<file path="src/design/srpc_pkg.sv">
// package for the stepper rate pulse controller: widths, codes, state and payload types
// no dependencies; used by the top level and by its checker
package srpc_pkg;

   localparam int MAX_PERIOD = 65536;
   localparam int PERIOD_MIN = 2;
   localparam int PERIOD_W   = $clog2(MAX_PERIOD + 1);
   localparam int COMPARE_W  = PERIOD_W - 1;

   localparam int RATE_IN_W  = 32;
   localparam int TIME_W     = 32;
   localparam int RATE_W     = 21;
   localparam int MAG_W      = 20;
   localparam int TICK_W     = 27;
   localparam int SETUP_W    = 16;
   localparam int OPCODE_W   = 2;

   // divider numerator: tick rate plus half the magnitude
   localparam int NUM_W      = TICK_W + 1;
   localparam int DIV_STEPS  = NUM_W;
   localparam int CNT_W      = $clog2(DIV_STEPS);

   localparam int REQ_DATA_W = RATE_IN_W + TIME_W;
   localparam int RSP_DATA_W = 80;
   localparam int CSR_ADDR_W = 5;
   localparam int CSR_DATA_W = 32;
   localparam int REG_IDX_W  = 3;

   localparam logic [REG_IDX_W-1:0] REG_MAX_RATE   = 3'd0;
   localparam logic [REG_IDX_W-1:0] REG_MIN_RATE   = 3'd1;
   localparam logic [REG_IDX_W-1:0] REG_TICK_RATE  = 3'd2;
   localparam logic [REG_IDX_W-1:0] REG_INVERT_DIR = 3'd3;
   localparam logic [REG_IDX_W-1:0] REG_DIR_SETUP  = 3'd4;
   localparam logic [REG_IDX_W-1:0] REG_ENABLE_POL = 3'd5;

   localparam logic [MAG_W-1:0]   MAX_RATE_RST  = 20'd20000;
   localparam logic [MAG_W-1:0]   MIN_RATE_RST  = 20'd10;
   localparam logic [TICK_W-1:0]  TICK_RATE_RST = 27'd1000000;
   localparam logic [SETUP_W-1:0] DIR_SETUP_RST = 16'd5;

   typedef enum logic [OPCODE_W-1:0] {
      OP_SET_RATE = 2'd0,
      OP_ENABLE   = 2'd1,
      OP_DISABLE  = 2'd2,
      OP_STOP     = 2'd3
   } opcode_type;

   typedef enum logic [1:0] {
      DIR_NONE = 2'd0,
      DIR_POS  = 2'd1,
      DIR_NEG  = 2'd2
   } dir_type;

   typedef enum logic [2:0] {
      S_IDLE,
      S_CLAMP,
      S_DECIDE,
      S_DIV,
      S_PERIOD,
      S_OUT
   } state_type;

   // request tdata, lowest bits first: rate, now_ms
   typedef struct packed {
      logic [TIME_W-1:0]    now_ms;
      logic [RATE_IN_W-1:0] rate;
   } req_payload_type;

   // response tdata, lowest bits at the bottom of the list
   typedef struct packed {
      logic [RATE_W-1:0]    applied_rate;
      logic [RATE_W-1:0]    requested_rate;
      logic                 enabled_flag;
      logic                 restart_counter;
      logic [COMPARE_W-1:0] compare_ticks;
      logic [PERIOD_W-1:0]  timer_period;
      logic                 pulse_on;
      logic                 dir_pin;
      logic                 enable_pin;
   } rsp_payload_type;

endpackage

</file>
<file path="src/design/stepper_rate_pulse_controller.sv">
// stepper rate pulse controller top level: command decode, rate clamp, bit-serial divider
// depends on srpc_pkg
//
//   channel | role          | handshake                 | payload
//   --------+---------------+---------------------------+----------------------------------
//   req_    | command in    | tvalid / tready           | tuser opcode, tdata rate, now_ms
//   rsp_    | result out    | tvalid / tready           | tdata pins, period, flags, rates
//   csr_    | registers     | psel / penable / pwrite   | 32-bit data, register i at 4*i
//
// one command at a time; enable, disable, stop and set-rate commands that do not
// (re)start the pulse train go through the clamp, decide and output states
// a set rate that starts or retunes the pulses also runs the period clamp and the 28-step
// restoring divider that forms round(tick_rate / |rate|) one quotient bit per cycle
// req_tready is high only in idle; a held result in the output register stalls the
// controller before it loads the next one, never the transfer already in the register
// synchronous active-high reset puts the registers and the motor state to their defaults
module stepper_rate_pulse_controller (
   input  logic                          clock,
   input  logic                          reset,
   // command channel
   input  logic                          req_tvalid,
   output logic                          req_tready,
   input  logic [srpc_pkg::REQ_DATA_W-1:0] req_tdata,  // rate[31:0], now_ms[63:32]
   input  logic [srpc_pkg::OPCODE_W-1:0] req_tuser,    // opcode[1:0]
   // result channel
   output logic                          rsp_tvalid,
   input  logic                          rsp_tready,
   // enable_pin[0], dir_pin[1], pulse_on[2], timer_period[19:3], compare_ticks[35:20],
   // restart_counter[36], enabled_flag[37], requested_rate[58:38], applied_rate[79:59]
   output logic [srpc_pkg::RSP_DATA_W-1:0] rsp_tdata,
   // register port
   input  logic                          csr_psel,
   input  logic                          csr_penable,
   input  logic                          csr_pwrite,
   input  logic [srpc_pkg::CSR_ADDR_W-1:0] csr_paddr,
   input  logic [srpc_pkg::CSR_DATA_W-1:0] csr_pwdata,
   output logic [srpc_pkg::CSR_DATA_W-1:0] csr_prdata,
   output logic                          csr_pready
);
   import srpc_pkg::*;

   // configuration registers
   logic [MAG_W-1:0]      max_rate_ff;
   logic [MAG_W-1:0]      min_rate_ff;
   logic [TICK_W-1:0]     tick_rate_ff;
   logic                  invert_dir_ff;
   logic [SETUP_W-1:0]    dir_setup_ff;
   logic                  enable_pol_ff;
   logic                  csr_write;
   logic [REG_IDX_W-1:0]  csr_index;

   // sequencer
   state_type             state_ff, state_in;
   logic                  out_load;

   // captured command
   req_payload_type       req_payload;
   opcode_type            op_ff, op_in;
   logic [RATE_IN_W-1:0]  rate_ff, rate_in;
   logic [TIME_W-1:0]     now_ff, now_in;
   logic signed [RATE_W-1:0] clamp_ff, clamp_in;

   // motor state
   logic                  enabled_ff, enabled_in;
   dir_type               phys_ff, phys_in;
   logic [TIME_W-1:0]     ready_time_ff, ready_time_in;
   logic                  running_ff, running_in;
   logic signed [RATE_W-1:0] requested_ff, requested_in;
   logic signed [RATE_W-1:0] applied_ff, applied_in;
   logic [PERIOD_W-1:0]   period_ff, period_in;
   logic                  restart_ff, restart_in;

   // divider
   logic [NUM_W-1:0]      num_ff, num_in;
   logic [MAG_W-1:0]      den_ff, den_in;
   logic [MAG_W-1:0]      rem_ff, rem_in;
   logic [CNT_W-1:0]      cnt_ff, cnt_in;
   logic [MAG_W:0]        rem_shift;
   logic [MAG_W:0]        rem_diff;
   logic                  quo_bit;

   // output register
   logic                  rsp_valid_ff, rsp_valid_in;
   rsp_payload_type       rsp_data_ff, rsp_data_in;

   // decision terms
   logic signed [RATE_IN_W:0] rate_x;
   logic signed [RATE_IN_W:0] hi_x;
   logic signed [RATE_IN_W:0] lo_x;
   logic signed [RATE_IN_W:0] clamp_x;
   logic                  positive;
   dir_type               want_dir;
   logic [TIME_W-1:0]     elapsed;
   logic                  late;
   logic [RATE_W-1:0]     clamp_neg;
   logic [MAG_W-1:0]      mag;
   logic                  start_div;
   logic                  do_halt;

   // ------------------------------------------------------------------
   // register port, always ready, combinational read
   // ------------------------------------------------------------------
   assign csr_pready = 1'b1;
   assign csr_write  = csr_psel & csr_penable & csr_pwrite & csr_pready;
   assign csr_index  = csr_paddr[CSR_ADDR_W-1:2];

   always_ff @(posedge clock) begin
      if (reset) begin
         max_rate_ff   <= MAX_RATE_RST;
         min_rate_ff   <= MIN_RATE_RST;
         tick_rate_ff  <= TICK_RATE_RST;
         invert_dir_ff <= 1'b0;
         dir_setup_ff  <= DIR_SETUP_RST;
         enable_pol_ff <= 1'b1;
      end else if (csr_write) begin
         unique case (csr_index)
            REG_MAX_RATE:   max_rate_ff   <= csr_pwdata[MAG_W-1:0];
            REG_MIN_RATE:   min_rate_ff   <= csr_pwdata[MAG_W-1:0];
            REG_TICK_RATE:  tick_rate_ff  <= csr_pwdata[TICK_W-1:0];
            REG_INVERT_DIR: invert_dir_ff <= csr_pwdata[0];
            REG_DIR_SETUP:  dir_setup_ff  <= csr_pwdata[SETUP_W-1:0];
            REG_ENABLE_POL: enable_pol_ff <= csr_pwdata[0];
            default: ;  // unmapped addresses are ignored
         endcase
      end
   end

   always_comb begin
      unique case (csr_index)
         REG_MAX_RATE:   csr_prdata = CSR_DATA_W'(max_rate_ff);
         REG_MIN_RATE:   csr_prdata = CSR_DATA_W'(min_rate_ff);
         REG_TICK_RATE:  csr_prdata = CSR_DATA_W'(tick_rate_ff);
         REG_INVERT_DIR: csr_prdata = CSR_DATA_W'(invert_dir_ff);
         REG_DIR_SETUP:  csr_prdata = CSR_DATA_W'(dir_setup_ff);
         REG_ENABLE_POL: csr_prdata = CSR_DATA_W'(enable_pol_ff);
         default:        csr_prdata = '0;
      endcase
   end

   // ------------------------------------------------------------------
   // clamp and decision terms
   // ------------------------------------------------------------------
   assign req_payload = req_tdata;

   // max clamp first, then the dead band below min_rate
   always_comb begin
      rate_x = {rate_ff[RATE_IN_W-1], rate_ff};
      hi_x   = {{(RATE_IN_W + 1 - MAG_W){1'b0}}, max_rate_ff};
      lo_x   = {{(RATE_IN_W + 1 - MAG_W){1'b0}}, min_rate_ff};
      if (rate_x > hi_x) begin
         clamp_x = hi_x;
      end else if (rate_x < -hi_x) begin
         clamp_x = -hi_x;
      end else if (rate_x > -lo_x && rate_x < lo_x) begin
         clamp_x = '0;
      end else begin
         clamp_x = rate_x;
      end
   end

   assign positive  = (clamp_ff > 0) ^ invert_dir_ff;
   assign want_dir  = positive ? DIR_POS : DIR_NEG;
   // wrap-safe: still before the ready time when the difference is negative
   assign elapsed   = now_ff - ready_time_ff;
   assign late      = elapsed[TIME_W-1];
   assign clamp_neg = -clamp_ff;
   assign mag       = clamp_ff[RATE_W-1] ? clamp_neg[MAG_W-1:0] : clamp_ff[MAG_W-1:0];

   // a set rate that reaches the pulse timer needs a fresh period
   assign start_div = (op_ff == OP_SET_RATE) && enabled_ff && (clamp_ff != '0)
                      && (want_dir == phys_ff) && !late
                      && !(running_ff && (applied_ff == clamp_ff));

   // restoring divider step
   assign rem_shift = {rem_ff, num_ff[NUM_W-1]};
   assign rem_diff  = rem_shift - {1'b0, den_ff};
   assign quo_bit   = (rem_shift >= {1'b0, den_ff});

   // ------------------------------------------------------------------
   // sequencer: next state
   // ------------------------------------------------------------------
   always_comb begin
      state_in = state_ff;
      unique case (state_ff)
         S_IDLE:   if (req_tvalid) state_in = S_CLAMP;
         S_CLAMP:  state_in = S_DECIDE;
         S_DECIDE: state_in = start_div ? S_DIV : S_OUT;
         S_DIV:    if (cnt_ff == '0) state_in = S_PERIOD;
         S_PERIOD: state_in = S_OUT;
         S_OUT:    if (!rsp_valid_ff || rsp_tready) state_in = S_IDLE;
         default:  state_in = S_IDLE;
      endcase
   end

   // sequencer: outputs
   always_comb begin
      req_tready = (state_ff == S_IDLE);
      out_load   = (state_ff == S_OUT) && (!rsp_valid_ff || rsp_tready);
   end

   // ------------------------------------------------------------------
   // datapath next values
   // ------------------------------------------------------------------
   always_comb begin
      op_in         = op_ff;
      rate_in       = rate_ff;
      now_in        = now_ff;
      clamp_in      = clamp_ff;
      enabled_in    = enabled_ff;
      phys_in       = phys_ff;
      ready_time_in = ready_time_ff;
      running_in    = running_ff;
      requested_in  = requested_ff;
      applied_in    = applied_ff;
      period_in     = period_ff;
      restart_in    = restart_ff;
      num_in        = num_ff;
      den_in        = den_ff;
      rem_in        = rem_ff;
      cnt_in        = cnt_ff;
      do_halt       = 1'b0;

      unique case (state_ff)
         S_IDLE: begin
            op_in   = opcode_type'(req_tuser);
            rate_in = req_payload.rate;
            now_in  = req_payload.now_ms;
         end
         S_CLAMP: begin
            clamp_in = clamp_x[RATE_W-1:0];
         end
         S_DECIDE: begin
            restart_in = 1'b0;
            unique case (op_ff)
               OP_SET_RATE: begin
                  requested_in = clamp_ff;
                  if (!enabled_ff || clamp_ff == '0) begin
                     do_halt = 1'b1;
                  end else if (want_dir != phys_ff) begin
                     // direction change: stop and wait for the setup time
                     do_halt       = 1'b1;
                     phys_in       = want_dir;
                     ready_time_in = now_ff + TIME_W'(dir_setup_ff);
                  end else if (late) begin
                     do_halt = 1'b1;
                  end else if (start_div) begin
                     applied_in = clamp_ff;
                     if (!running_ff) begin
                        restart_in = 1'b1;
                        running_in = 1'b1;
                     end
                     num_in = NUM_W'(tick_rate_ff) + NUM_W'(mag[MAG_W-1:1]);
                     den_in = mag;
                     rem_in = '0;
                     cnt_in = CNT_W'(DIV_STEPS - 1);
                  end
               end
               OP_ENABLE: begin
                  do_halt    = 1'b1;
                  enabled_in = 1'b1;
               end
               OP_DISABLE: begin
                  requested_in = '0;
                  do_halt      = 1'b1;
                  enabled_in   = 1'b0;
               end
               OP_STOP: begin
                  requested_in = '0;
                  do_halt      = 1'b1;
               end
               default: ;
            endcase
            if (do_halt) begin
               running_in = 1'b0;
               applied_in = '0;
               period_in  = '0;
               restart_in = 1'b1;
            end
         end
         S_DIV: begin
            rem_in = quo_bit ? rem_diff[MAG_W-1:0] : rem_shift[MAG_W-1:0];
            num_in = {num_ff[NUM_W-2:0], quo_bit};
            cnt_in = cnt_ff - 1'b1;
         end
         S_PERIOD: begin
            // quotient sits in num_ff, clamp to the timer range
            if (num_ff < NUM_W'(PERIOD_MIN)) begin
               period_in = PERIOD_W'(PERIOD_MIN);
            end else if (num_ff > NUM_W'(MAX_PERIOD)) begin
               period_in = PERIOD_W'(MAX_PERIOD);
            end else begin
               period_in = num_ff[PERIOD_W-1:0];
            end
         end
         S_OUT: ;
         default: ;
      endcase
   end

   // result assembly into the output register
   always_comb begin
      rsp_data_in                 = rsp_data_ff;
      rsp_valid_in                = rsp_valid_ff & ~rsp_tready;
      if (out_load) begin
         rsp_valid_in                = 1'b1;
         rsp_data_in.enable_pin      = (enabled_ff == enable_pol_ff);
         rsp_data_in.dir_pin         = (phys_ff == DIR_POS);
         rsp_data_in.pulse_on        = running_ff;
         rsp_data_in.timer_period    = running_ff ? period_ff : '0;
         rsp_data_in.compare_ticks   = running_ff ? period_ff[PERIOD_W-1:1] : '0;
         rsp_data_in.restart_counter = restart_ff;
         rsp_data_in.enabled_flag    = enabled_ff;
         rsp_data_in.requested_rate  = requested_ff;
         rsp_data_in.applied_rate    = applied_ff;
      end
   end

   assign rsp_tvalid = rsp_valid_ff;
   assign rsp_tdata  = rsp_data_ff;

   // ------------------------------------------------------------------
   // registers
   // ------------------------------------------------------------------
   always_ff @(posedge clock) begin
      if (reset) begin
         state_ff      <= S_IDLE;
         rsp_valid_ff  <= 1'b0;
         enabled_ff    <= 1'b0;
         phys_ff       <= DIR_NONE;
         ready_time_ff <= '0;
         running_ff    <= 1'b0;
         requested_ff  <= '0;
         applied_ff    <= '0;
         period_ff     <= '0;
         restart_ff    <= 1'b0;
      end else begin
         state_ff      <= state_in;
         rsp_valid_ff  <= rsp_valid_in;
         enabled_ff    <= enabled_in;
         phys_ff       <= phys_in;
         ready_time_ff <= ready_time_in;
         running_ff    <= running_in;
         requested_ff  <= requested_in;
         applied_ff    <= applied_in;
         period_ff     <= period_in;
         restart_ff    <= restart_in;
      end
   end

   // payload, no reset needed
   always_ff @(posedge clock) begin
      op_ff       <= op_in;
      rate_ff     <= rate_in;
      now_ff      <= now_in;
      clamp_ff    <= clamp_in;
      num_ff      <= num_in;
      den_ff      <= den_in;
      rem_ff      <= rem_in;
      cnt_ff      <= cnt_in;
      rsp_data_ff <= rsp_data_in;
   end

endmodule

</file>
<file path="config.mk">
export PLATFORM = sky130hd
export DESIGN_NAME = stepper_rate_pulse_controller
export DESIGN_NICKNAME = d
export VERILOG_FILES = /design/src/design/srpc_pkg.sv /design/src/design/stepper_rate_pulse_controller.sv
export SDC_FILE = /design/constraint.sdc
export NUM_CORES = 1
export LEC_CHECK = 0
export BUFFER_PORTS_ARGS = -buffer_cell sky130_fd_sc_hd__buf_4
export CORE_ASPECT_RATIO = 1.2
export CORE_UTILIZATION = 60
export CTS_CLUSTER_SIZE = 40
export DETAILED_ROUTE_END_ITERATION = 7
export PLACE_DENSITY = 0.84
export SYNTH_ARGS = -nofsm -noshare
export SYNTH_HDL_FRONTEND = slang
export SYNTH_SLANG_ARGS = --single-unit
</file>
<file path="constraint.sdc">
create_clock -name clock -period 6.75 [get_ports clock]
set_input_delay 0.675 -clock clock [delete_from_list [all_inputs] [get_ports clock]]
set_output_delay 0.675 -clock clock [all_outputs]
set_load 0.01 [all_outputs]
</file>
==> results.sh <==
export IMPL_outcome="completed"
export IMPL_final_common_cell="nand2_1"
export IMPL_cp_data_arrival_time_ns=5.70
export IMPL_die_w_microns=181.7
export IMPL_leakagePower_nw=10.46
export IMPL_root_buffer="clkbuf_16"
export IMPL_synth_mux_area_frac=0.01609
export IMPL_p_per_area_mw_per_mm2=254.2
export IMPL_die_h_microns=217.6
export IMPL_vias=19252
export IMPL_yosys_cell_types_count=82
export IMPL_routed_via_density=6.167
export IMPL_cts_setup_buffers=0
export IMPL_clk_latency_ns=0.57
export IMPL_htreeDepth=2
export IMPL_slew_violations=0
export IMPL_nFillCells=2825
export IMPL_clock_fmax_mhz=189.8
export IMPL_route_detailed_drc=0
export IMPL_startpoint_type="flip-flop"
export IMPL_grt_use_total=0.3141
export IMPL_cts_hold_buf=0
export IMPL_synth_edf_count=224
export IMPL_reg2reg_depth=16
export IMPL_relSlewSlack=0.2256
export IMPL_multi_input_area_sq_mm=0.01175
export IMPL_synth_top_family_by_area="simple AND/OR/NAND/NOR gates"
export IMPL_fin_crit_sh=0.7807
export IMPL_initial_utilization=0.6124
export IMPL_ys_seq_area_frac=0.4486
export IMPL_cp_max_fo=11
export IMPL_rsz0062_at_grt="no"
export IMPL_first_global_vias=18419
export IMPL_layout_drive_gt1_share=0.1226
export IMPL_finalCriticalPeriod_ns=5.269
export IMPL_fin_cells=3122
export IMPL_setup_viol=0
export IMPL_clkSinkCount=409
export IMPL_dieArea_sq_mm=0.03955
export IMPL_setup_tns_final_ns=0
export IMPL_postRouteWirelength_mm=62.49
export IMPL_final_util=0.6961
export IMPL_final_nets=2919
export IMPL_grt_max_degree=82
export IMPL_syn_to_final_growth_pct=13.66
export IMPL_async_reset_ff_frac=0
export IMPL_critical_path_class="reg -> reg"
export IMPL_post_synth_fa_ha_maj_area_fraction=0.1086
export IMPL_synth_area_sq_mm=0.02325
export IMPL_critPathRequiredTime_ns=7.18
export IMPL_synth_seq_cells=409
export IMPL_cts_tree="built"
export IMPL_syn_area_per_cell_sq_um=9.443
export IMPL_regArea_sq_mm=0.01043
export IMPL_maxCapViolations=0
export IMPL_hpwl_mm=46.23
export IMPL_synth_compound_area_frac=0.1523
export IMPL_yosys_area_share_simple=0.1733
export IMPL_vdd_drop_max_mv=0.2245
export IMPL_core_area_sq_mm=0.03796
export IMPL_synth_xor_area_share=0.05236
export IMPL_first_pass_iters=5
export IMPL_grt_pass1_wl_mm=98.41
export IMPL_cts_max_path_buffers=3
export IMPL_portBuffers=211
export IMPL_drt_initial_drc_count=1897
export IMPL_ys_flop_type="edfxtp_1"
export IMPL_clock_skew_ns=0.02935
export IMPL_antenna_found_initial=0
export IMPL_overflow=0
export IMPL_io_pins=225
export IMPL_min_path_cells=1
export IMPL_numCtsBuffers=42
export IMPL_critical_path_endpoint_type="flip-flop"
export IMPL_n_antenna_cell=0
export IMPL_final_antenna_net_count=0
export IMPL_wl_per_cell_microns=20.02
export IMPL_hold_viol_final=0
export IMPL_ys_warn_count=0
export IMPL_clk_pin_slew_ns=0.06
export IMPL_dp_cells=3045
export IMPL_num_rows=78
export IMPL_ctsResizeCount=0
export IMPL_final_cell_mix="nand2_1, a21oi_1, buf_4"
export IMPL_worst_pin_slew_ns=1.162
export IMPL_place_congestion=0.9916
export IMPL_syn_inst=2462
export IMPL_hold_class="in -> reg"
## flip-flops by register name, indices dropped and copies added, names as in the netlist, 20 cells and up
register	flops
rem_ff	20
rate_ff	32
tick_rate_ff	27
now_ff	32
max_rate_ff	20
num_ff	28
clamp_ff	21
requested_ff	21
rsp_tdata	64
den_ff	20
applied_ff	21
min_rate_ff	20
ready_time_ff	32
## kinds of logic (layout without fill, tap and decap cells)
family | Yosys count | after routing
compound gates | 557 | 557
flops | 409 | 409
mux | 36 | 36
xor+xnor | 139 | 139
other cells | 2 | 6
fa+ha+maj | 200 | 200
simple gates | 851 | 851
buf+inv | 268 | 444
## layout make-up
cell class | instances | area share
multi-input cells | 1789 | 0.4447
flip-flops and latches | 409 | 0.3947
repair buffers | 232 | 0.06591
clock buffers | 60 | 0.04460
well taps | 480 | 0.02273
inverters | 135 | 0.01918
clock inverters | 17 | 0.008238
## synthesized netlist by cell type (16+ instances only)
library cell	n	share of area
nand2b_1	22	0.0059
a21oi_1	238	0.051
nand4_1	43	0.012
buf_2	17	0.0037
nand3_1	72	0.015
mux2i_1	34	0.015
edfxtp_1	224	0.29
nand2_1	343	0.055
nor4_1	24	0.0065
buf_4	22	0.0071
o21ai_0	92	0.020
nor3_1	41	0.0088
a211oi_1	32	0.010
xnor2_1	109	0.041
nor2b_1	26	0.0070
nor2_1	172	0.028
dfxtp_1	185	0.16
a21o_1	36	0.012
o211ai_1	16	0.0052
a22o_1	38	0.014
xor2_1	30	0.011
ha_1	197	0.11
a221o_1	19	0.0082
and2_1	32	0.0086
nor3b_1	18	0.0058
clkbuf_1	84	0.014
inv_1	135	0.022
## where the power goes
part	switching (mW)	internal, mW
clock	0.990	1.38
sequential	0.231	2.84
combinational	0.757	0.518
## metrics by stage
step	hold slack (ns)	total power, mW	setup slack, ns	instance area, sq um
4_1_cts	0.2595	6.710	1.564	26430
5_1_grt	0.2657	6.986	1.087	26430
6_report	0.2786	6.718	1.481	26430
2_1_floorplan	0.4081	3.949	0.8191	23260
3_5_place_dp	0.4130	4.354	1.618	25030
3_3_place_gp	0.4161	4.288	1.723	25030
## metal layers
metal | track usage | part of all wire
met1 | 0.3832 | 0.38
met2 | 0.5260 | 0.48
met3 | 0.04509 | 0.074
met4 | 0.1949 | 0.063
met5 | 0 | 0
## critical path, stage by stage, from the launching register on
cell	delay, ns
dfxtp_1	0.35
inv_1	0.10
ha_1	0.23
nand3_1	0.19
nor3_2	0.39
nand4b_1	0.56
or3_1	0.55
xnor2_1	0.20
ha_1	0.27
a21o_1	0.18
a21oi_1	0.14
nor2b_1	0.07
a2111o_1	0.28
o31ai_1	0.46
nand3_1	0.54
nor3_1	0.42
a221o_1	0.17
## path summary, 6_finish.rpt
path	start	to	slack (ns)
max	max_rate_ff[0]$_SDFFE_PP0P_	clamp_ff[13]$_DFFE_PP_	1.48
min	req_tdata[59]	now_ff[27]$_DFFE_PP_	0.28
max reg2reg	max_rate_ff[0]$_SDFFE_PP0P_	clamp_ff[13]$_DFFE_PP_	1.48
min reg2reg	requested_ff[16]$_SDFFE_PP0P_	rsp_tdata[54]$_DFFE_PP_	0.43
(Power assumes the default switching activity.)
